File: config.mk
export PLATFORM = sky130hd
export DESIGN_NAME = bmhq_ctrl
export DESIGN_NICKNAME = d
export VERILOG_FILES = /design/src/design/bmhq_pkg.sv /design/src/design/bmhq_ctrl.sv
export VERILOG_INCLUDE_DIRS = /design/src /design/src/design
export SDC_FILE = /design/constraint.sdc
export NUM_CORES = 1
export LEC_CHECK = 0
export ABC_AREA = 1
export BUFFER_PORTS_ARGS = -buffer_cell sky130_fd_sc_hd__buf_2
export CORE_MARGIN = 2
export CORE_UTILIZATION = 39
export CTS_CLUSTER_SIZE = 24
export DETAILED_ROUTE_END_ITERATION = 12
export GPL_ROUTABILITY_DRIVEN = 0
export PLACE_DENSITY = 0.77
export RECOVER_POWER = 50
export SYNTH_ARGS = -nofsm -noshare
export SYNTH_HDL_FRONTEND = slang
export SYNTH_SLANG_ARGS = --single-unit
File: constraint.sdc
create_clock -name clk -period 1.2 [get_ports clk]
set_clock_uncertainty 0.2 [all_clocks]
set_input_delay 0.12 -clock clk [delete_from_list [all_inputs] [get_ports clk]]
set_output_delay 0.12 -clock clk [all_outputs]
set_load 0.1 [all_outputs]
File: src/design/binary_max_heap_queue_macros.svh
// Assertion macros for the binary max-heap queue.
// Used by the controller and datapath; needs signals clk and rst_n in scope.
`ifndef BINARY_MAX_HEAP_QUEUE_MACROS_SVH
`define BINARY_MAX_HEAP_QUEUE_MACROS_SVH
`ifndef SYNTHESIS
`define BMHQ_ASSERT(label, expr, msg) \
    label: assert property (@(posedge clk) disable iff (!rst_n) (expr)) else $error(msg);
`define BMHQ_ASSERT_NEXT(label, ante, cons, msg) \
    label: assert property (@(posedge clk) disable iff (!rst_n) (ante) |=> (cons)) \
        else $error(msg);
`else
`define BMHQ_ASSERT(label, expr, msg)
`define BMHQ_ASSERT_NEXT(label, ante, cons, msg)
`endif
`endif

File: src/design/bmhq_pkg.sv
// Shared types and constants for the binary max-heap queue.
// No dependencies; used by bmhq_dp, bmhq_ctrl and the top level.
`timescale 1ns / 1ps
package bmhq_pkg;

    localparam int OP_W      = 2;
    localparam int VALUE_W   = 32;
    localparam int STATUS_W  = 2;
    localparam int COUNT_W   = 9;
    localparam int S_TDATA_W = 40;
    localparam int M_TDATA_W = 48;

    typedef enum logic [OP_W-1:0] {
        OP_INSERT  = 2'd0,
        OP_EXTRACT = 2'd1,
        OP_PEEK    = 2'd2
    } op_t;

    typedef enum logic [STATUS_W-1:0] {
        STATUS_OK    = 2'd0,
        STATUS_FULL  = 2'd1,
        STATUS_EMPTY = 2'd2
    } status_t;

    typedef struct packed {
        logic    load_in;
        logic    up_init;
        logic    up_read;
        logic    up_step;
        logic    ex_read;
        logic    ex_take;
        logic    pk_read;
        logic    pk_take;
        logic    down_read;
        logic    down_step;
        logic    write_hold;
        logic    set_status;
        status_t status;
        logic    out_load;
    } dp_cmd_t;

    typedef struct packed {
        op_t  op;
        logic full;
        logic empty;
        logic last_one;
        logic pos_zero;
        logic l_in;
        logic up_gt;
        logic down_move;
    } dp_stat_t;

endpackage

File: src/design/bmhq_ctrl.sv
// Controller state machine of the binary max-heap queue.
// Depends on bmhq_pkg and binary_max_heap_queue_macros.svh; drives bmhq_dp.
`timescale 1ns / 1ps
`include "binary_max_heap_queue_macros.svh"
module bmhq_ctrl (
    input  logic               clk,
    input  logic               rst_n,
    input  logic               s_tvalid,
    output logic               s_tready,
    output logic               m_tvalid,
    input  logic               m_tready,
    output bmhq_pkg::dp_cmd_t  cmd,
    input  bmhq_pkg::dp_stat_t stat
);
    import bmhq_pkg::*;

    typedef enum logic [3:0] {
        S_IDLE,
        S_DECODE,
        S_UP_CHK,
        S_UP_CMP,
        S_EX_RD,
        S_PK_RD,
        S_DN_RD,
        S_DN_CMP,
        S_FINISH
    } state_t;

    state_t state_reg;
    state_t state_next;
    logic   out_valid_reg;
    logic   out_valid_next;

    assign s_tready = state_reg == S_IDLE;
    assign m_tvalid = out_valid_reg;

    always_comb
    begin
        cmd            = '0;
        state_next     = state_reg;
        out_valid_next = out_valid_reg && !m_tready;
        unique case (state_reg)
            S_IDLE:
            begin
                if (s_tvalid)
                begin
                    cmd.load_in = 1'b1;
                    state_next  = S_DECODE;
                end
            end
            S_DECODE:
            begin
                state_next = S_FINISH;
                case (stat.op)
                    OP_INSERT:
                    begin
                        if (stat.full)
                        begin
                            cmd.set_status = 1'b1;
                            cmd.status     = STATUS_FULL;
                        end
                        else
                        begin
                            cmd.up_init = 1'b1;
                            state_next  = S_UP_CHK;
                        end
                    end
                    OP_EXTRACT:
                    begin
                        if (stat.empty)
                        begin
                            cmd.set_status = 1'b1;
                            cmd.status     = STATUS_EMPTY;
                        end
                        else
                        begin
                            cmd.ex_read = 1'b1;
                            state_next  = S_EX_RD;
                        end
                    end
                    OP_PEEK:
                    begin
                        if (stat.empty)
                        begin
                            cmd.set_status = 1'b1;
                            cmd.status     = STATUS_EMPTY;
                        end
                        else
                        begin
                            cmd.pk_read = 1'b1;
                            state_next  = S_PK_RD;
                        end
                    end
                    default:
                    begin
                        state_next = S_FINISH;
                    end
                endcase
            end
            S_UP_CHK:
            begin
                if (stat.pos_zero)
                begin
                    cmd.write_hold = 1'b1;
                    state_next     = S_FINISH;
                end
                else
                begin
                    cmd.up_read = 1'b1;
                    state_next  = S_UP_CMP;
                end
            end
            S_UP_CMP:
            begin
                cmd.up_step = 1'b1;
                state_next  = stat.up_gt ? S_UP_CHK : S_FINISH;
            end
            S_EX_RD:
            begin
                cmd.ex_take = 1'b1;
                state_next  = stat.last_one ? S_FINISH : S_DN_RD;
            end
            S_PK_RD:
            begin
                cmd.pk_take = 1'b1;
                state_next  = S_FINISH;
            end
            S_DN_RD:
            begin
                if (stat.l_in)
                begin
                    cmd.down_read = 1'b1;
                    state_next    = S_DN_CMP;
                end
                else
                begin
                    cmd.write_hold = 1'b1;
                    state_next     = S_FINISH;
                end
            end
            S_DN_CMP:
            begin
                cmd.down_step = 1'b1;
                state_next    = stat.down_move ? S_DN_RD : S_FINISH;
            end
            S_FINISH:
            begin
                if (!out_valid_reg || m_tready)
                begin
                    cmd.out_load   = 1'b1;
                    out_valid_next = 1'b1;
                    state_next     = S_IDLE;
                end
            end
            default:
            begin
                state_next = S_IDLE;
            end
        endcase
    end

    always_ff @(posedge clk or negedge rst_n)
    begin
        if (!rst_n)
        begin
            state_reg     <= S_IDLE;
            out_valid_reg <= 1'b0;
        end
        else
        begin
            state_reg     <= state_next;
            out_valid_reg <= out_valid_next;
        end
    end

    `BMHQ_ASSERT_NEXT(ctrl_out_load_valid, cmd.out_load, m_tvalid, "result not presented after load")
    `BMHQ_ASSERT(ctrl_no_overwrite, !cmd.out_load || !out_valid_reg || m_tready, "pending result overwritten")
    `BMHQ_ASSERT(ctrl_one_step, $onehot0({cmd.up_init, cmd.up_step, cmd.down_step, cmd.ex_take, cmd.pk_take, cmd.write_hold}), "conflicting datapath steps")
    `BMHQ_ASSERT_NEXT(ctrl_accept_decode, s_tvalid && s_tready, state_reg == S_DECODE, "accepted transfer not decoded")

endmodule

==> results of run 1 <==
## metrics by stage
step                      instance area (µm²)  utilization  cells  setup slack (ps)
after detailed placement                 1182       0.8865    149            -326.9
after global placement                   1182       0.8865    149            -283.4
after floorplan                         688.2            -     95            -740.7
## Yosys cell counts
master,count
a21oi_1,1
clkinv_1,1
dfrtp_1,5
ha_1,4
inv_1,20
inv_2,1
nand2_1,18
nand2_2,1
nand3_1,12
nand3_2,1
nand4_1,1
nand4_2,1
nor2_1,17
nor2_2,2
nor2_4,2
nor3_1,2
nor3b_1,1
o211ai_1,1
o21ai_0,1
o21ai_1,2
or2_2,1
## cells by family after synthesis
| family | Yosys count | share of synthesized area |
|---|---|---|
| flip-flops | 5 | 0.2193 |
| AO/OA/AOI/OAI | 5 | 0.04823 |
| AND/OR/NAND/NOR | 59 | 0.5000 |
| buffers and inverters | 22 | 0.1447 |
| adder cells (fa/ha/maj) | 4 | 0.08772 |
==> flow_metrics.env, run 1 <==
export IMPL_max_clock_path_buffers=2
export IMPL_postCtsSetupRepairBufs=8
export IMPL_lastStage="clock tree synthesis"
export IMPL_syn_area_um2=570.5
export IMPL_synth_top_cell_area_share=0.2193
export IMPL_status="stopped before the end"
export IMPL_die_h_um=42.25
export IMPL_cts_resized=12
export IMPL_ys_top_cells_by_area="dfrtp_1 22%, inv_1 13%, nand2_1 12%, nor2_1 11%, nand3_1 11%"
export IMPL_h_tree_depth=1
export IMPL_clockRootBuffer="clkbuf_4"
export IMPL_synth_top_cell_by_area="dfrtp_1"
export IMPL_rows=13
export IMPL_ys_seq_area_frac=0.2193
export IMPL_clock_sinks=5
export IMPL_synth_cell_types=21
export IMPL_synth_area_per_cell_um2=6.006
export IMPL_ys_seq_elements=5
export IMPL_synth_cells=95
export IMPL_cts_made_buffers=3
export IMPL_port_buffers=29
export IMPL_synth_nets=112
export IMPL_error="[ERROR DPL-0038] Utilization greater than 100%, impossible to legalize"
export IMPL_start_util=0.4278
export IMPL_cts_hold_buf=2
export IMPL_ys_warn_count=0
export IMPL_die_x_um=42.25
export IMPL_top_level_ports=30
export IMPL_hpwlAfterDp_um=1680
==> inputs of run 2 (changes only) <==
Settings changed: CORE_AREA from default to 2 2 63 65, CORE_MARGIN 2 to default, CORE_UTILIZATION 39 to default, CTS_CLUSTER_SIZE 24 to default, DIE_AREA from default to 0 0 65 67, PLACE_DENSITY 0.77 to default, PLACE_DENSITY_LB_ADDON from default to 0.15.
Clock period 1.2 ns to 1.6 ns, I/O delays scaled along.
==> run 2 against run 1 <==
  * The flow now finishes, with violations (negative setup slack)
  * Synthesized cell count is the same
  * Synthesized area unchanged
==> flow_metrics.env, run 2 <==
export IMPL_dr_pass1_iters=3
export IMPL_synth_cells=95
export IMPL_layout_min_cycle_time_ps=1767
export IMPL_setup_viol=16
export IMPL_synthXorXnorAreaFrac=0
export IMPL_finalCritPeriodShare=1.104
export IMPL_yosys_area_share_simple=0.5000
export IMPL_antenna_found_initial=0
export IMPL_final_cell_mix="16 x buf_12, 15 x nand2_1, 13 x inv_1"
export IMPL_cp_cell_sequence="buf_6 -> nor2_4 -> nand3_1 -> clkinvlp_4 -> buf_12"
export IMPL_ys_seq_area_frac=0.2193
export IMPL_largest_reg_flops=4
export IMPL_die_area_um2=4355
export IMPL_hp_class="in -> reg"
export IMPL_status="finished with violations"
export IMPL_core_um2=3606
export IMPL_ant_nets=0
export IMPL_whs_ps=84.92
export IMPL_cap_violations=0
export IMPL_die_x_um=65
export IMPL_die_h_um=67
export IMPL_synth_area_per_cell_um2=6.006
export IMPL_final_area_um2=1306
export IMPL_cpLargestDelayFamily="buffers and inverters"
export IMPL_fmax_ghz=0.5660
export IMPL_start_kind="flop"
export IMPL_synth_top_cell_by_area="dfrtp_1"
export IMPL_worst_slew_pin_slew_ps=483.5
export IMPL_areaGrowthSynthToFinish_pct=128.9
export IMPL_peakVddDrop_uv=420.2
export IMPL_critical_path_class="reg -> out"
export IMPL_port_buffers=29
export IMPL_synth_edf_count=0
export IMPL_synth_cell_types=21
export IMPL_final_cells=186
export IMPL_drive_gt1_frac=0.5507
export IMPL_final_nets=156
export IMPL_ys_seq_elements=5
export IMPL_dr_total_vias=716
export IMPL_cts_made_buffers=3
export IMPL_end_kind="primary output"
export IMPL_via_per_inst=3.849
export IMPL_diodes=0
export IMPL_top_level_ports=30
export IMPL_clockRootBuffer="clkbuf_8"
export IMPL_powerDensity_nw_per_um2=1549
export IMPL_async_flop_share=1.000
export IMPL_grt_pass1_vias=710
export IMPL_rows=22
export IMPL_relSlewSlack=0.6799
export IMPL_grt_first_pass_wirelength_um=3063
export IMPL_placed_area_um2=1144
export IMPL_p_leak_nw=0.5771
export IMPL_grt_max_degree=8
export IMPL_yosys_area_share_adder=0.08772
export IMPL_drt_iter0_markers=18
export IMPL_rsz0062_at_grt="true"
export IMPL_route_detailed_drc=0
export IMPL_final_max_slew_viol_count=0
export IMPL_required_ps=1240
export IMPL_cp_arrival_ps=1410
export IMPL_ys_top_cells_by_area="dfrtp_1 22%, inv_1 13%, nand2_1 12%, nor2_1 11%, nand3_1 11%"
export IMPL_fin_ws_ps=-166.7
export IMPL_h_tree_depth=1
export IMPL_insertion_delay_ps=220
export IMPL_clock_sinks=5
export IMPL_worstHoldPathCells=3
export IMPL_synth_compound_area_frac=0.04825
export IMPL_post_route_util=0.3622
export IMPL_yosysMostFrequentCell="inv_1"
export IMPL_start_util=0.1582
export IMPL_synth_top_family_by_area="simple AND/OR/NAND/NOR gates"
export IMPL_max_clock_path_buffers=2
export IMPL_dp_cells=175
export IMPL_wire_per_inst_um=9.790
export IMPL_reg2regPathDepth=4
export IMPL_synthMuxAreaShare=0
export IMPL_clk_pin_slew_ps=30
export IMPL_violations="negative setup slack"
export IMPL_synth_nets=112
export IMPL_synth_commonest_cells="20 x inv_1, 18 x nand2_1, 17 x nor2_1"
export IMPL_track_usage=0.09272
export IMPL_finalSetupTns_ps=-1810
export IMPL_cts_tree="yes"
export IMPL_worst_path_buf_inv=3
export IMPL_cp_depth=5
export IMPL_grt_overflow=0
export IMPL_critPathMaxFanout=6
export IMPL_layout_commonest_cell="buf_12"
export IMPL_cp_slowest_cell="dfrtp_2"
export IMPL_synth_ff_type="dfrtp_1"
export IMPL_ys_warn_count=0
export IMPL_num_fill_cells=389
export IMPL_synth_top_cell_area_share=0.2193
export IMPL_hpwlAfterDp_um=1536
export IMPL_finalWirelength_um=1821
export IMPL_syn_area_um2=570.5
export IMPL_hold_viol_final=0
export IMPL_slowest_delay_ps=420
## run 2: cell counts after synthesis
Identical to the previous run, type by type.
## run 2: timing repair
item / CTS / global route
setup buffers: 5 / 0
gates resized for setup: 11 / 3
pin swaps: 3 / 1
hold buffers: 2 / 0
setup endpoints to repair: 16 / 16
endpoints found under the hold margin: 6 / 0
## run 2: logic make-up after synthesis
logic type | count (synthesis)
simple gates | 59
buf+inv | 22
compound gates | 5
flops | 5
fa+ha+maj | 4
## run 2: metrics by stage
stage          power, mW  worst slack (ps)
6_report           2.024            -166.7
5_1_grt            2.143            -255.2
4_1_cts            2.017            -189.1
3_5_place_dp       1.673             28.15
3_3_place_gp       1.668             42.74
2_1_floorplan      1.217            -381.5
## run 2: final timing paths
check | startpoint | to | slack, ps
hold / removal | s_tvalid | state_reg[0] | 80
max in group asynchronous | rst_n | m_tvalid | 850
hold reg to reg | m_tvalid | m_tvalid | 340
setup reg to reg | state_reg[0] | state_reg[0] | 120
setup / recovery | state_reg[3] | cmd[7] | -170
min in group asynchronous | rst_n | m_tvalid | 120
## run 2: metal layers
metal,GRT usage,vias up,share of wire
met4,0.04787,0,0.019
met2,0.1572,23,0.51
met1,0.1103,309,0.41
li1,-,380,-
met3,0.01858,4,0.062
met5,0,-,0
## run 2: power by group
| group | internal (mW) | total [mW] | switching, mW |
|---|---|---|---|
| sequential | 0.186 | 0.260 | 0.0738 |
| combinational | 0.510 | 1.54 | 1.03 |
| clock | 0.171 | 0.227 | 0.0567 |
## run 2: final cells by class
cell class                 instances  area (µm²)  share of cell area
clock buffer                       4       45.04             0.03448
inverter                          22       105.1             0.08046
multi-input combinational         68       491.7              0.3764
sequential                         5       132.6              0.1015
tap                               48       60.06             0.04598
timing repair buffer              39       471.7              0.3611
## run 2: worst reg2reg max path: cells and delay by family (launching register included)
kind / cells / cell delay [ps]
flops: 1 / 480
simple gates: 3 / 420
compound gates: 1 / 260
(Power assumes the default switching activity.)
